File: src/design/slx_pkg.sv
// Shared types, constants and helpers for the source code lexer.
`timescale 1ns / 1ps
package slx_pkg;

  localparam int unsigned MAX_TOKEN_LEN_DEF     = 512;
  localparam int unsigned MAX_COMMENT_DEPTH_DEF = 255;

  localparam int unsigned IQ_DEPTH = 2;
  localparam int unsigned OQ_DEPTH = 4;

  localparam int unsigned VAL_W  = 63;
  localparam int unsigned LEN_W  = 10;
  localparam int unsigned LINE_W = 20;
  localparam int unsigned COL_W  = 16;

  localparam logic [VAL_W-1:0]  VALUE_MAX = {VAL_W{1'b1}};
  localparam logic [LINE_W-1:0] LINE_MAX  = {LINE_W{1'b1}};
  localparam logic [COL_W-1:0]  COL_MAX   = {COL_W{1'b1}};

  localparam logic [7:0] CH_LF    = 8'h0A;
  localparam logic [7:0] CH_CR    = 8'h0D;
  localparam logic [7:0] CH_USCORE = 8'h5F;
  localparam logic [7:0] CH_DOT   = 8'h2E;
  localparam logic [7:0] CH_GT    = 8'h3E;
  localparam logic [7:0] CH_STAR  = 8'h2A;
  localparam logic [7:0] CH_SLASH = 8'h2F;
  localparam logic [7:0] CH_MINUS = 8'h2D;

  typedef enum logic [2:0] {
    CC_SPACE,
    CC_ALPHA,
    CC_DIGIT,
    CC_SLASH,
    CC_MINUS,
    CC_OTHER
  } chr_class_t;

  typedef enum logic [3:0] {
    PH_IDLE,
    PH_SLASH,
    PH_LINE,
    PH_BLOCK,
    PH_BSTAR,
    PH_BSLASH,
    PH_IDENT,
    PH_INT,
    PH_FRAC,
    PH_MINUS
  } lex_phase_t;

  typedef enum logic [2:0] {
    TK_EOF,
    TK_IDENT,
    TK_TYPE,
    TK_INT,
    TK_DEC,
    TK_ARROW,
    TK_CHAR,
    TK_UNKNOWN
  } tok_kind_t;

  typedef struct packed {
    logic [7:0] ch;
    logic       eoi;
    chr_class_t cls;
  } item_t;

  typedef struct packed {
    tok_kind_t         kind;
    logic [7:0]        ch;
    logic [VAL_W-1:0]  val;
    logic [LEN_W-1:0]  frac;
    logic              sat;
    logic [LEN_W-1:0]  len;
    logic [LINE_W-1:0] line;
    logic [COL_W-1:0]  col;
    logic              last;
  } tok_t;

  typedef struct packed {
    logic [1:0] n;
    tok_t       t0;
    tok_t       t1;
  } push_t;

  function automatic logic [7:0] kw_char(input logic [1:0] idx);
    case (idx)
      2'd0:    kw_char = 8'h74;
      2'd1:    kw_char = 8'h79;
      2'd2:    kw_char = 8'h70;
      default: kw_char = 8'h65;
    endcase
  endfunction

  function automatic chr_class_t classify(input logic [7:0] c);
    if (c == 8'd32 || (c >= 8'd9 && c <= 8'd13)) classify = CC_SPACE;
    else if (c inside {[8'h61:8'h7A], [8'h41:8'h5A]}) classify = CC_ALPHA;
    else if (c inside {[8'h30:8'h39]}) classify = CC_DIGIT;
    else if (c == CH_SLASH) classify = CC_SLASH;
    else if (c == CH_MINUS) classify = CC_MINUS;
    else classify = CC_OTHER;
  endfunction

  function automatic tok_t mk_tok(input tok_kind_t kind, input logic [7:0] ch,
                                  input logic [VAL_W-1:0] val, input logic [LEN_W-1:0] frac,
                                  input logic sat, input logic [LEN_W-1:0] len,
                                  input logic [LINE_W-1:0] line, input logic [COL_W-1:0] col);
    tok_t t;
    t.kind = kind;
    t.ch   = ch;
    t.val  = val;
    t.frac = frac;
    t.sat  = sat;
    t.len  = len;
    t.line = line;
    t.col  = col;
    t.last = 1'b0;
    mk_tok = t;
  endfunction

endpackage

File: src/design/source_code_lexer.sv
// Top level of the source code lexer: front classifier, lexer core and result queue.
//
//  channel | dir | handshake          | payload
//  in_     | in  | in_tvalid/tready   | tdata: char_code; tuser: end_of_input
//  out_    | out | out_tvalid/tready  | tdata: token fields; tuser: token_kind; tlast
//
// One input beat per cycle sustained while results average at most one beat per input beat.
// A beat yields zero, one or two result beats, drained from a 4-entry queue at one per cycle while out_tready is high.
// An input beat is registered in the input queue, and its result beats in the result queue, before they reach out_.
// rst_n is synchronous, active low; positions restart at line 1, column 1.
// A stall on the result side backs up into the 2-entry input queue and then in_tready.
`timescale 1ns / 1ps
module source_code_lexer #(
  parameter int unsigned MAX_TOKEN_LEN     = slx_pkg::MAX_TOKEN_LEN_DEF,
  parameter int unsigned MAX_COMMENT_DEPTH = slx_pkg::MAX_COMMENT_DEPTH_DEF
) (
  input  logic         clk,
  input  logic         rst_n,
  input  logic         in_tvalid,
  output logic         in_tready,
  input  logic [7:0]   in_tdata,   // [7:0] char_code
  input  logic         in_tuser,   // [0] end_of_input
  output logic         out_tvalid,
  input  logic         out_tready,
  output logic [127:0] out_tdata,  // token_char, number_value, fraction_digits,
                                   // value_saturated, token_length, start_line, start_column
  output logic [2:0]   out_tuser,  // [2:0] token_kind
  output logic         out_tlast   // last_of_run
);
  import slx_pkg::*;

  item_t iq_item;
  logic  iq_valid;
  logic  take;
  logic  room;
  push_t push;
  tok_t  head;

  slx_front u_front (
    .clk       (clk),
    .rst_n     (rst_n),
    .in_tvalid (in_tvalid),
    .in_tready (in_tready),
    .in_tdata  (in_tdata),
    .in_tuser  (in_tuser),
    .iq_item   (iq_item),
    .iq_valid  (iq_valid),
    .iq_pop    (take)
  );

  slx_core #(
    .MAX_TOKEN_LEN     (MAX_TOKEN_LEN),
    .MAX_COMMENT_DEPTH (MAX_COMMENT_DEPTH)
  ) u_core (
    .clk        (clk),
    .rst_n      (rst_n),
    .item       (iq_item),
    .item_valid (iq_valid),
    .room       (room),
    .take       (take),
    .push       (push)
  );

  slx_outq u_outq (
    .clk       (clk),
    .rst_n     (rst_n),
    .push      (push),
    .room      (room),
    .out_valid (out_tvalid),
    .out_ready (out_tready),
    .out_tok   (head)
  );

  assign out_tdata = {head.col, head.line, head.len, head.sat, head.frac, head.val, head.ch};
  assign out_tuser = head.kind;
  assign out_tlast = head.last;

endmodule

File: src/design/slx_front.sv
// Front end: takes input beats, classifies each byte and queues it for the lexer core.
`timescale 1ns / 1ps
module slx_front (
  input  logic          clk,
  input  logic          rst_n,
  input  logic          in_tvalid,
  output logic          in_tready,
  input  logic [7:0]    in_tdata,
  input  logic          in_tuser,
  output slx_pkg::item_t iq_item,
  output logic          iq_valid,
  input  logic          iq_pop
);
  import slx_pkg::*;

  localparam int unsigned PTR_W = (IQ_DEPTH > 1) ? $clog2(IQ_DEPTH) : 1;
  localparam int unsigned CNT_W = $clog2(IQ_DEPTH + 1);

  item_t             mem [IQ_DEPTH];
  logic [PTR_W-1:0]  wr_r, wr_nxt, rd_r, rd_nxt;
  logic [CNT_W-1:0]  cnt_r, cnt_nxt;
  logic              push;
  logic              pop;
  item_t             new_item;

  assign in_tready = (cnt_r != CNT_W'(IQ_DEPTH));
  assign push      = in_tvalid && in_tready;
  assign iq_valid  = (cnt_r != '0);
  assign pop       = iq_pop && iq_valid;
  assign iq_item   = mem[rd_r];

  always_comb begin
    new_item.ch  = in_tdata;
    new_item.eoi = in_tuser;
    new_item.cls = classify(in_tdata);
    wr_nxt  = push ? PTR_W'(wr_r + 1'b1) : wr_r;
    rd_nxt  = pop ? PTR_W'(rd_r + 1'b1) : rd_r;
    cnt_nxt = CNT_W'(cnt_r + CNT_W'(push) - CNT_W'(pop));
  end

  always_ff @(posedge clk) begin
    if (push) begin
      mem[wr_r] <= new_item;
    end
  end

  always_ff @(posedge clk) begin
    if (!rst_n) begin
      wr_r  <= '0;
      rd_r  <= '0;
      cnt_r <= '0;
    end else begin
      wr_r  <= wr_nxt;
      rd_r  <= rd_nxt;
      cnt_r <= cnt_nxt;
    end
  end

endmodule

File: src/design/slx_core.sv
// Lexer core: per-byte state update, emits up to two tokens per taken item.
`timescale 1ns / 1ps
module slx_core #(
  parameter int unsigned MAX_TOKEN_LEN     = slx_pkg::MAX_TOKEN_LEN_DEF,
  parameter int unsigned MAX_COMMENT_DEPTH = slx_pkg::MAX_COMMENT_DEPTH_DEF
) (
  input  logic           clk,
  input  logic           rst_n,
  input  slx_pkg::item_t item,
  input  logic           item_valid,
  input  logic           room,
  output logic           take,
  output slx_pkg::push_t push
);
  import slx_pkg::*;

  localparam int unsigned CNT_W = $clog2(MAX_TOKEN_LEN + 1);
  localparam int unsigned DEP_W = $clog2(MAX_COMMENT_DEPTH + 1);
  localparam logic [CNT_W-1:0] LIMIT     = CNT_W'(MAX_TOKEN_LEN);
  localparam logic [DEP_W-1:0] DEPTH_MAX = DEP_W'(MAX_COMMENT_DEPTH);

  lex_phase_t        phase_r, phase_nxt;
  logic [DEP_W-1:0]  depth_r, depth_nxt;
  logic [CNT_W-1:0]  cnt_r, cnt_nxt;
  logic [VAL_W-1:0]  acc_r, acc_nxt;
  logic [CNT_W-1:0]  frac_r, frac_nxt;
  logic              ovf_r, ovf_nxt;
  logic [2:0]        kwp_r, kwp_nxt;
  logic [LINE_W-1:0] line_r, line_nxt;
  logic [COL_W-1:0]  col_r, col_nxt;
  logic [LINE_W-1:0] tline_r, tline_nxt;
  logic [COL_W-1:0]  tcol_r, tcol_nxt;

  logic [7:0]        c;
  chr_class_t        cls;
  logic [COL_W-1:0]  col_inc;
  logic [CNT_W-1:0]  cnt_inc;
  logic [3:0]        dig;
  logic [VAL_W+3:0]  acc_wide;
  logic [VAL_W-1:0]  acc_step;
  logic              acc_ovf;
  logic              kw_hit;
  tok_kind_t         id_kind;
  logic              use_sc;
  logic              e0_v, e1_v;
  tok_t              e0, e1;
  tok_t              blank;

  assign take = item_valid && room;
  assign c    = item.ch;
  assign cls  = item.cls;
  assign dig  = item.ch[3:0];

  always_comb begin
    col_inc  = (col_r == COL_MAX) ? col_r : COL_W'(col_r + 1'b1);
    cnt_inc  = CNT_W'(cnt_r + 1'b1);
    acc_wide = ({4'b0, acc_r} << 3) + ({4'b0, acc_r} << 1) + (VAL_W + 4)'(dig);
    acc_ovf  = (acc_wide > (VAL_W + 4)'(VALUE_MAX));
    acc_step = acc_ovf ? VALUE_MAX : acc_wide[VAL_W-1:0];
    kw_hit   = (CNT_W'(kwp_r) == cnt_r) && (cnt_r < CNT_W'(4)) && (c == kw_char(cnt_r[1:0]));
    id_kind  = (kwp_r == 3'd4 && cnt_r == CNT_W'(4)) ? TK_TYPE : TK_IDENT;
    blank    = mk_tok(TK_EOF, 8'd0, '0, '0, 1'b0, '0, tline_r, tcol_r);
  end

  always_comb begin
    phase_nxt = phase_r;
    depth_nxt = depth_r;
    cnt_nxt   = cnt_r;
    acc_nxt   = acc_r;
    frac_nxt  = frac_r;
    ovf_nxt   = ovf_r;
    kwp_nxt   = kwp_r;
    line_nxt  = line_r;
    col_nxt   = col_r;
    tline_nxt = tline_r;
    tcol_nxt  = tcol_r;
    e0_v      = 1'b0;
    e1_v      = 1'b0;
    e0        = blank;
    e1        = blank;
    use_sc    = 1'b0;
    if (take) begin
      if (item.eoi) begin
        case (phase_r)
          PH_SLASH: begin
            e0_v = 1'b1;
            e0   = mk_tok(TK_CHAR, CH_SLASH, '0, '0, 1'b0, LEN_W'(1), tline_r, tcol_r);
          end
          PH_BLOCK, PH_BSTAR, PH_BSLASH: begin
            e0_v = 1'b1;
            e0   = mk_tok(TK_UNKNOWN, 8'd0, '0, '0, 1'b0, '0, tline_r, tcol_r);
          end
          PH_IDENT: begin
            e0_v = 1'b1;
            e0   = mk_tok(id_kind, 8'd0, '0, '0, 1'b0, LEN_W'(cnt_r), tline_r, tcol_r);
          end
          PH_INT: begin
            e0_v = 1'b1;
            e0   = mk_tok(TK_INT, 8'd0, acc_r, '0, ovf_r, LEN_W'(cnt_r), tline_r, tcol_r);
          end
          PH_FRAC: begin
            e0_v = 1'b1;
            e0   = mk_tok(TK_DEC, 8'd0, acc_r, LEN_W'(frac_r), ovf_r, LEN_W'(cnt_r),
                          tline_r, tcol_r);
          end
          PH_MINUS: begin
            e0_v = 1'b1;
            e0   = mk_tok(TK_CHAR, CH_MINUS, '0, '0, 1'b0, LEN_W'(1), tline_r, tcol_r);
          end
          default: begin
          end
        endcase
        e1_v      = 1'b1;
        e1        = mk_tok(TK_EOF, 8'd0, '0, '0, 1'b0, '0, line_r, col_inc);
        phase_nxt = PH_IDLE;
        depth_nxt = '0;
      end else begin
        if (c == CH_LF) begin
          col_nxt  = '0;
          line_nxt = (line_r == LINE_MAX) ? line_r : LINE_W'(line_r + 1'b1);
        end else begin
          col_nxt = col_inc;
        end
        case (phase_r)
          PH_SLASH: begin
            if (c == CH_SLASH) begin
              phase_nxt = PH_LINE;
            end else if (c == CH_STAR) begin
              phase_nxt = PH_BLOCK;
              depth_nxt = DEP_W'(1);
            end else begin
              e0_v   = 1'b1;
              e0     = mk_tok(TK_CHAR, CH_SLASH, '0, '0, 1'b0, LEN_W'(1), tline_r, tcol_r);
              use_sc = 1'b1;
            end
          end
          PH_LINE: begin
            if (c == CH_LF || c == CH_CR) phase_nxt = PH_IDLE;
          end
          PH_BLOCK: begin
            if (c == CH_STAR) phase_nxt = PH_BSTAR;
            else if (c == CH_SLASH) phase_nxt = PH_BSLASH;
          end
          PH_BSTAR: begin
            if (c == CH_SLASH) begin
              if (depth_r <= DEP_W'(1)) begin
                depth_nxt = '0;
                phase_nxt = PH_IDLE;
              end else begin
                depth_nxt = DEP_W'(depth_r - 1'b1);
                phase_nxt = PH_BLOCK;
              end
            end else if (c != CH_STAR) begin
              phase_nxt = PH_BLOCK;
            end
          end
          PH_BSLASH: begin
            if (c == CH_STAR) begin
              if (depth_r < DEPTH_MAX) depth_nxt = DEP_W'(depth_r + 1'b1);
              phase_nxt = PH_BLOCK;
            end else if (c != CH_SLASH) begin
              phase_nxt = PH_BLOCK;
            end
          end
          PH_IDENT: begin
            if (cls == CC_ALPHA || cls == CC_DIGIT || c == CH_USCORE) begin
              kwp_nxt = kw_hit ? 3'(cnt_inc) : 3'd7;
              cnt_nxt = cnt_inc;
              if (cnt_inc >= LIMIT) begin
                e0_v      = 1'b1;
                e0        = mk_tok(TK_UNKNOWN, 8'd0, '0, '0, 1'b0, LEN_W'(cnt_inc),
                                   tline_r, tcol_r);
                phase_nxt = PH_IDLE;
              end
            end else begin
              e0_v   = 1'b1;
              e0     = mk_tok(id_kind, 8'd0, '0, '0, 1'b0, LEN_W'(cnt_r), tline_r, tcol_r);
              use_sc = 1'b1;
            end
          end
          PH_INT, PH_FRAC: begin
            if (cls == CC_DIGIT) begin
              acc_nxt = acc_step;
              if (acc_ovf) ovf_nxt = 1'b1;
              if (phase_r == PH_FRAC) frac_nxt = CNT_W'(frac_r + 1'b1);
              cnt_nxt = cnt_inc;
              if (cnt_inc >= LIMIT) begin
                e0_v      = 1'b1;
                e0        = mk_tok(TK_UNKNOWN, 8'd0, '0, '0, 1'b0, LEN_W'(cnt_inc),
                                   tline_r, tcol_r);
                phase_nxt = PH_IDLE;
              end
            end else if (phase_r == PH_INT && c == CH_DOT) begin
              cnt_nxt = cnt_inc;
              if (cnt_inc >= LIMIT) begin
                e0_v      = 1'b1;
                e0        = mk_tok(TK_UNKNOWN, 8'd0, '0, '0, 1'b0, LEN_W'(cnt_inc),
                                   tline_r, tcol_r);
                phase_nxt = PH_IDLE;
              end else begin
                phase_nxt = PH_FRAC;
              end
            end else begin
              e0_v = 1'b1;
              if (phase_r == PH_INT) begin
                e0 = mk_tok(TK_INT, 8'd0, acc_r, '0, ovf_r, LEN_W'(cnt_r), tline_r, tcol_r);
              end else begin
                e0 = mk_tok(TK_DEC, 8'd0, acc_r, LEN_W'(frac_r), ovf_r, LEN_W'(cnt_r),
                            tline_r, tcol_r);
              end
              use_sc = 1'b1;
            end
          end
          PH_MINUS: begin
            e0_v = 1'b1;
            if (c == CH_GT) begin
              e0        = mk_tok(TK_ARROW, 8'd0, '0, '0, 1'b0, LEN_W'(2), tline_r, tcol_r);
              phase_nxt = PH_IDLE;
            end else begin
              e0     = mk_tok(TK_CHAR, CH_MINUS, '0, '0, 1'b0, LEN_W'(1), tline_r, tcol_r);
              use_sc = 1'b1;
            end
          end
          default: begin
            use_sc = 1'b1;
          end
        endcase

        // fresh token start on this byte
        if (use_sc) begin
          phase_nxt = PH_IDLE;
          if (cls != CC_SPACE) begin
            tline_nxt = line_r;
            tcol_nxt  = col_inc;
            cnt_nxt   = '0;
            case (cls)
              CC_SLASH: phase_nxt = PH_SLASH;
              CC_MINUS: phase_nxt = PH_MINUS;
              CC_ALPHA: begin
                phase_nxt = PH_IDENT;
                kwp_nxt   = (c == kw_char(2'd0)) ? 3'd1 : 3'd7;
                cnt_nxt   = CNT_W'(1);
              end
              CC_DIGIT: begin
                phase_nxt = PH_INT;
                acc_nxt   = VAL_W'(dig);
                frac_nxt  = '0;
                ovf_nxt   = 1'b0;
                cnt_nxt   = CNT_W'(1);
              end
              default: begin
                e1_v = 1'b1;
                e1   = mk_tok(TK_CHAR, c, '0, '0, 1'b0, LEN_W'(1), line_r, col_inc);
              end
            endcase
          end
        end
      end
    end
  end

  always_comb begin
    push.n  = 2'(e0_v) + 2'(e1_v);
    push.t0 = e0_v ? e0 : e1;
    push.t1 = e1;
    push.t0.last = !(e0_v && e1_v);
    push.t1.last = 1'b1;
  end

  always_ff @(posedge clk) begin
    if (!rst_n) begin
      phase_r <= PH_IDLE;
      depth_r <= '0;
      cnt_r   <= '0;
      acc_r   <= '0;
      frac_r  <= '0;
      ovf_r   <= 1'b0;
      kwp_r   <= '0;
      line_r  <= LINE_W'(1);
      col_r   <= '0;
      tline_r <= LINE_W'(1);
      tcol_r  <= COL_W'(1);
    end else begin
      phase_r <= phase_nxt;
      depth_r <= depth_nxt;
      cnt_r   <= cnt_nxt;
      acc_r   <= acc_nxt;
      frac_r  <= frac_nxt;
      ovf_r   <= ovf_nxt;
      kwp_r   <= kwp_nxt;
      line_r  <= line_nxt;
      col_r   <= col_nxt;
      tline_r <= tline_nxt;
      tcol_r  <= tcol_nxt;
    end
  end

  a_depth_in_comment: assert property (@(posedge clk) disable iff (!rst_n)
    (phase_r == PH_BLOCK || phase_r == PH_BSTAR || phase_r == PH_BSLASH) |-> depth_r != '0)
    else $error("comment phase with zero nesting depth");

  a_pos_nonzero: assert property (@(posedge clk) disable iff (!rst_n)
    (line_r != '0) && (tline_r != '0) && (tcol_r != '0))
    else $error("line or token position dropped to zero");

  a_no_take_without_room: assert property (@(posedge clk) disable iff (!rst_n)
    (push.n != 2'd0) |-> take)
    else $error("token produced with no item taken");

endmodule

File: src/design/slx_outq.sv
// Result queue: takes up to two tokens per cycle, hands out one beat per cycle while out_ready is high.
`timescale 1ns / 1ps
module slx_outq (
  input  logic           clk,
  input  logic           rst_n,
  input  slx_pkg::push_t push,
  output logic           room,
  output logic           out_valid,
  input  logic           out_ready,
  output slx_pkg::tok_t  out_tok
);
  import slx_pkg::*;

  localparam int unsigned PTR_W = $clog2(OQ_DEPTH);
  localparam int unsigned CNT_W = $clog2(OQ_DEPTH + 1);

  tok_t             q [OQ_DEPTH];
  logic [PTR_W-1:0] wr_r, wr_nxt, rd_r, rd_nxt;
  logic [CNT_W-1:0] cnt_r, cnt_nxt;
  logic             pop;
  logic [PTR_W-1:0] wr_p1;

  assign room      = (cnt_r <= CNT_W'(OQ_DEPTH - 2));
  assign out_valid = (cnt_r != '0);
  assign out_tok   = q[rd_r];
  assign pop       = out_valid && out_ready;
  assign wr_p1     = PTR_W'(wr_r + 1'b1);

  always_comb begin
    wr_nxt  = PTR_W'(wr_r + PTR_W'(push.n));
    rd_nxt  = pop ? PTR_W'(rd_r + 1'b1) : rd_r;
    cnt_nxt = CNT_W'(cnt_r + CNT_W'(push.n) - CNT_W'(pop));
  end

  always_ff @(posedge clk) begin
    if (push.n != 2'd0) begin
      q[wr_r] <= push.t0;
    end
    if (push.n == 2'd2) begin
      q[wr_p1] <= push.t1;
    end
  end

  always_ff @(posedge clk) begin
    if (!rst_n) begin
      wr_r  <= '0;
      rd_r  <= '0;
      cnt_r <= '0;
    end else begin
      wr_r  <= wr_nxt;
      rd_r  <= rd_nxt;
      cnt_r <= cnt_nxt;
    end
  end

  a_no_overflow: assert property (@(posedge clk) disable iff (!rst_n)
    (push.n != 2'd0) |-> (CNT_W'(cnt_r + CNT_W'(push.n)) <= CNT_W'(OQ_DEPTH)))
    else $error("result queue overflow");

  a_pair_kept: assert property (@(posedge clk) disable iff (!rst_n)
    (out_valid && !out_tok.last) |-> (cnt_r >= CNT_W'(2)))
    else $error("first token of a pair without its partner queued");

endmodule
File: config.mk
export PLATFORM = sky130hd
export DESIGN_NAME = source_code_lexer
export DESIGN_NICKNAME = d
export VERILOG_FILES = /design/src/design/slx_pkg.sv /design/src/design/source_code_lexer.sv /design/src/design/slx_front.sv /design/src/design/slx_core.sv /design/src/design/slx_outq.sv
export SDC_FILE = /design/constraint.sdc
export NUM_CORES = 2
export LEC_CHECK = 0
export BUFFER_PORTS_ARGS = -buffer_cell sky130_fd_sc_hd__buf_4
export CAP_MARGIN = 20
export CORE_MARGIN = 2
export CORE_UTILIZATION = 55
export CTS_CLUSTER_DIAMETER = 120
export CTS_CLUSTER_SIZE = 24
export DETAILED_ROUTE_END_ITERATION = 8
export GPL_TIMING_DRIVEN = 0
export PLACE_DENSITY_LB_ADDON = 0.3
export SKIP_LAST_GASP = 1
export SYNTH_ARGS = -nofsm -noshare
export SYNTH_HDL_FRONTEND = slang
export SYNTH_SLANG_ARGS = --single-unit
File: constraint.sdc
create_clock -name clk -period 5.6 [get_ports clk]
set_clock_uncertainty 0.05 [all_clocks]
set_input_delay 1.12 -clock clk [delete_from_list [all_inputs] [get_ports clk]]
set_output_delay 1.12 -clock clk [all_outputs]
set_load 0.05 [all_outputs]
[Yosys cells after proc, flatten, opt, wreduce, memory -nomap -nowiden]
Memories as Yosys holds them, arrays and structs flattened. A register that Yosys moved wholly into a read port is not among the register bits.
Cells that the tools add are included.
W data, S select, Z words.
Word-level totals
  bits in writable memories: 552
  input bits: 13
  memories: 2
  word-level logic and storage cells: 259
  register bits: 182
  output and inout port bits: 134
Memory list
  u_outq.q: words 4, bits a word 132, read ports 1, clocked after memory_dff 1, wr ports 2, RTL line slx_outq.sv:17  | tok_t q [OQ_DEPTH];
  u_front.mem: words 2, bits a word 12, read ports 1, clocked after memory_dff 1, wr ports 1, RTL line slx_front.sv:19  | item_t mem [IQ_DEPTH];
Operators by class
  bitwise gates (word level): 2
  $lt $le $gt $ge: 14
  muxes and demuxes: 120
  $add $sub $neg: 18
  eq/ne operators: 49
  reductions and logical operators: 37
Operators by type and width (count)
  $mux W132: 15
  $pmux W132 S6: 1
  $pmux W132 S4: 1
  $mux W63: 6
  $mux W131: 1
  $mux W10: 11
  $mux W4: 18
  $add A66 B64 Y67: 1
  $add A67 B4 Y67: 1
  $gt A67 B63 Y1 const B: 1
  $eq A8 B6 Y1 const B: 7
  $mux W8: 7
  $mux W1: 36
  $mux W3: 11
  $mux W16: 2
  $pmux W4 S8: 1
  $ne A5 B2 Y1 const B: 5
  $pmux W8 S3: 1
  $add A10 B1 Y10 const B: 2
  $add A20 B1 Y20 const B: 1
  $eq A20 B20 Y1 const B: 1
  $pmux W10 S2: 1
  $add A16 B1 Y16 const B: 1
  $eq A16 B16 Y1 const B: 1
  other kinds (62): 107

[Logic depth before layout (Yosys ltp)]
  word-level depth: 14
  gate-level depth with buffers: 21
  depth with buffers taken out: 17

[Hierarchy]
From an unflattened synthesis, not the netlist that was laid out.
Second synthesis, totals
  cells, all modules: 3604
  area, all modules: 42698.5 µm²
By module, submodules not included
  slx_outq: instances 1, seq. area each 16035.4 µm², cells an instance 1326, area each 25814.8 µm²
  slx_core: instances 1, seq. area each 3423.3 µm², cells an instance 2193, area each 15621.2 µm²
  slx_front: instances 1, seq. area each 820.8 µm², cells an instance 85, area each 1262.5 µm²

[Worst setup path before layout]
No wires, ideal clock.
  path type: flip-flop to flip-flop
  start point: register u_core.cnt_r[1]
  end point: memory u_outq.q[1][10] in the netlist's numbering, enable pin
  setup time: 402 ps
  buffers on the path: 5
  stages on the path, launching flop included: 19
  required time: 5148 ps
  data arrival time: 4455 ps
  period minus slack after synthesis: 4907 ps
  setup slack: 693 ps
  path through: dfxtp_1 -> buf_4 -> and4_4 -> nand3_2 -> nor2_4 -> xor2_1 -> nor2_1 -> o221ai_1 -> o211ai_1 -> inv_1 -> buf_2 -> buf_2 -> ha_1 -> clkbuf_1 -> nand2b_1 -> nor2_1 -> nor2_1 -> clkbuf_1 -> inv_1
RTL lines
  start: declaration: RTL line slx_core.sv:24  | logic [CNT_W-1:0] cnt_r, cnt_nxt;
  start signal: assignment: RTL line slx_core.sv:286  | cnt_r <= cnt_nxt;
  end: declaration: RTL line slx_outq.sv:17

==> flow_summary.json <==
{
  "p_per_area_nw_per_um2": 334,
  "clk_pin_slew_ns": 0.09,
  "gp_congestion": 0.954,
  "clk_path_buf_depth": 3,
  "numPortBuffers": 146,
  "post_drt_via_cell_ratio": 6.49,
  "synth_edf_count": 212,
  "core_um2": 66900,
  "whs_ns": 0.412,
  "die_area_um2": 69400,
  "rsz0062_at_grt": "yes",
  "h-tree-depth": 2,
  "yosysUniqueCellTypes": 99,
  "slew_viol_final": 0,
  "cts_tree": "built",
  "synthCells": 3518,
  "drv_cap": 0,
  "hold_path.class": "register to register",
  "avgSynthCellArea_um2": 10.5,
  "path_class": "register to output pin",
  "syn-num-nets": 3678,
  "hold_viol": 0,
  "fmax_mhz": 183,
  "die_y_um": 264,
  "postRouteAntennaNets": 0,
  "grt-ovfl-total": 0,
  "grt_pass1_wl_mm": 164,
  "dp_hpwl_mm": 75.3,
  "drtIter0Drc": 3173,
  "drive_above_1_share_pct": 13.1,
  "cts_hold_buf": 0,
  "grt_max_degree": 28,
  "ys.flop_type": "dfxtp_1",
  "tns_ns": 0,
  "area_delta_synth_final_pct": 9.54,
  "max_slew.worst_pin.slew_ns": 1.17,
  "multi_input_area_um2": 18800,
  "cts_sinks": 737,
  "wire_per_inst_um": 23.2,
  "critPathRequiredTime_ns": 4.43,
  "seq_area_um2": 16900,
  "yosysWarningCount": 0,
  "num_vias": 29900,
  "grt_antenna_before_repair": 1,
  "firstDrtPassIters": 5,
  "cts_buffers": 36,
  "fp-row-count": 95,
  "nets": 3874,
  "syn-cell-area_um2": 37000,
  "fp.dieW_um": 264,
  "insertion_delay_ns": 0.62,
  "ioPinCount": 147,
  "ir_worst_vdd_uv": 278,
  "first_global_vias": 28100,
  "power_leakage_uw": 0.0155,
  "synth-seq-cells": 737,
  "start_util_pct": 55.3,
  "root_buffer": "clkbuf_16",
  "cp.arrival_ns": 4.29,
  "yosysSeqAreaShare_pct": 45.6,
  "cp-end-kind": "output pin",
  "setup_viol": 0,
  "critPathLaunchType": "register",
  "n_fill_cell": 5514,
  "crit_path_max_fanout": 10,
  "fin_crit_sh_pct": 97.5,
  "drcViolationCount": 0,
  "diodes": 0,
  "slew_headroom_pct": 21.7,
  "status": "finished, final reports clean",
  "grtUsageTotal_pct": 29.9,
  "routed_wl_mm": 107,
  "async_flop_share_pct": 0,
  "fin_crit_ns": 5.46
}
registers in the layout, indices dropped and copies added (netlist names), named ones only:
signal and cells:
u_core.frac_r 10, u_outq.cnt_r 3, u_core.tline_r 20, u_front.rd_r 1, u_outq.rd_r 2, u_core.acc_r 63
u_front.mem 24, u_core.phase_r 4, u_core.line_r 20, u_core.depth_r 8, u_core.tcol_r 16, u_outq.q 528
u_core.col_r 16, u_outq.wr_r 2, u_core.ovf_r 1, u_core.cnt_r 10, u_front.wr_r 1, u_core.kwp_r 3
u_front.cnt_r 2
through the flow:
stage               instance area, um^2  instances  total power [uW]  worst slack, ns  utilization, %
global placement                  39200       4537             10500            -2.21            58.6
detailed placement                39300       4541             10600            -1.31            58.7
global route                      40600       4603             14000          -0.0318            60.6
floorplan                         37000       3518              9070            0.693               -
CTS                               40400       4595             13500          -0.0610            60.4
finish                            40600       4603             13500            0.141            60.6
report_power, final:
| group | total, uW | internal, uW | switching, uW |
|---|---|---|---|
| Sequential | 6030 | 5850 | 181 |
| Combinational | 4560 | 1350 | 3210 |
| Clock | 2950 | 1240 | 1710 |
final cells by class:
class                      instances  area share, %
buffer                           262           3.26
sequential                       737           41.6
multi-input combinational       2467           46.3
tap                              873           2.69
timing repair buffer             159           3.18
clock inverter                     3         0.0648
clock buffer                      51           2.41
inverter                          51          0.527
worst paths after layout:
path                                                   start  cells past startpoint                            to  slack, ns
worst max-delay path                                register                      6                 out_tdata[84]       0.14
worst min-delay path            u_outq.q[2][43]$_SDFFE_PP0P_                      2  u_outq.q[2][43]$_SDFFE_PP0P_       0.41
worst max register to register                      register                     16     u_outq.q[2][12]$_DFFE_PP_       0.16
worst min register to register  u_outq.q[2][43]$_SDFFE_PP0P_                      2  u_outq.q[2][43]$_SDFFE_PP0P_       0.41
per-layer routing:
metal | up-vias | wire length, um | GRT usage, % | share of wire (%)
met5 | - | 9 | 0 | 0.0084
met4 | 2 | 3910 | 10.9 | 3.7
met3 | 224 | 9650 | 4.73 | 9.0
met2 | 1391 | 47600 | 46.0 | 45
met1 | 14600 | 45700 | 42.8 | 43
li1 | 13700 | - | - | -
worst max-delay path, stage by stage (launching register included):
cell and delay, ns:
dfxtp_1 0.32, clkbuf_1 0.67, clkdlybuf4s15_2 0.58, clkbuf_1 0.70
clkbuf_1 0.66, mux4_2 0.51, buf_4 0.23
cells in the final DEF (no fill, tap or decap), drive strengths merged, types with 34 or more instances in the layout:
cell type and count:
xor2 34, nor3 38, a21oi 175, and2 55
ha 144, a21boi 36, a22o 425, mux4 133
nand2 361, buf 238, nand3 53, edfxtp 212
a21o 35, clkbuf 233, xnor2 80, nor2 198
dfxtp 525, nor2b 40, o21ai 254, inv 54
cell families (layout without fill, tap and decap cells):
family	count (synthesis)	in the layout	synth area share [%]
DFF	737	737	45.6
adders and majority gates	147	147	5.03
muxes	164	164	9.01
and+or+nand+nor	898	898	11.7
AOI/OAI and AO/OA	1144	1144	22.1
buffers and inverters	314	526	3.99
xor gates and xnor gates	114	114	2.70
cells in the mapped netlist, drive strengths merged (34+ instances only):
| cell | number | area, um^2 |
|---|---|---|
| xnor2 | 80 | 701 |
| buf | 81 | 597 |
| dfxtp | 525 | 10500 |
| nor2b | 40 | 250 |
| and2 | 55 | 344 |
| nand3 | 53 | 275 |
| nor2 | 198 | 831 |
| ha | 144 | 1800 |
| nand2 | 361 | 1360 |
| inv | 51 | 194 |
| edfxtp | 212 | 6370 |
| a21o | 35 | 263 |
| a22o | 425 | 3720 |
| xor2 | 34 | 298 |
| o21ai | 254 | 1290 |
| a21oi | 175 | 887 |
| a21boi | 36 | 274 |
| nor3 | 38 | 200 |
| clkbuf | 182 | 686 |
| mux4 | 133 | 3000 |
timing repair:
item / in CTS / in global routing
pin swaps: 0 / 3
setup buffers: 0 / 5
setup endpoints to repair: 587 / 615
resized for setup: 36 / 23
No activity file was read; power rests on OpenSTA's default activity.
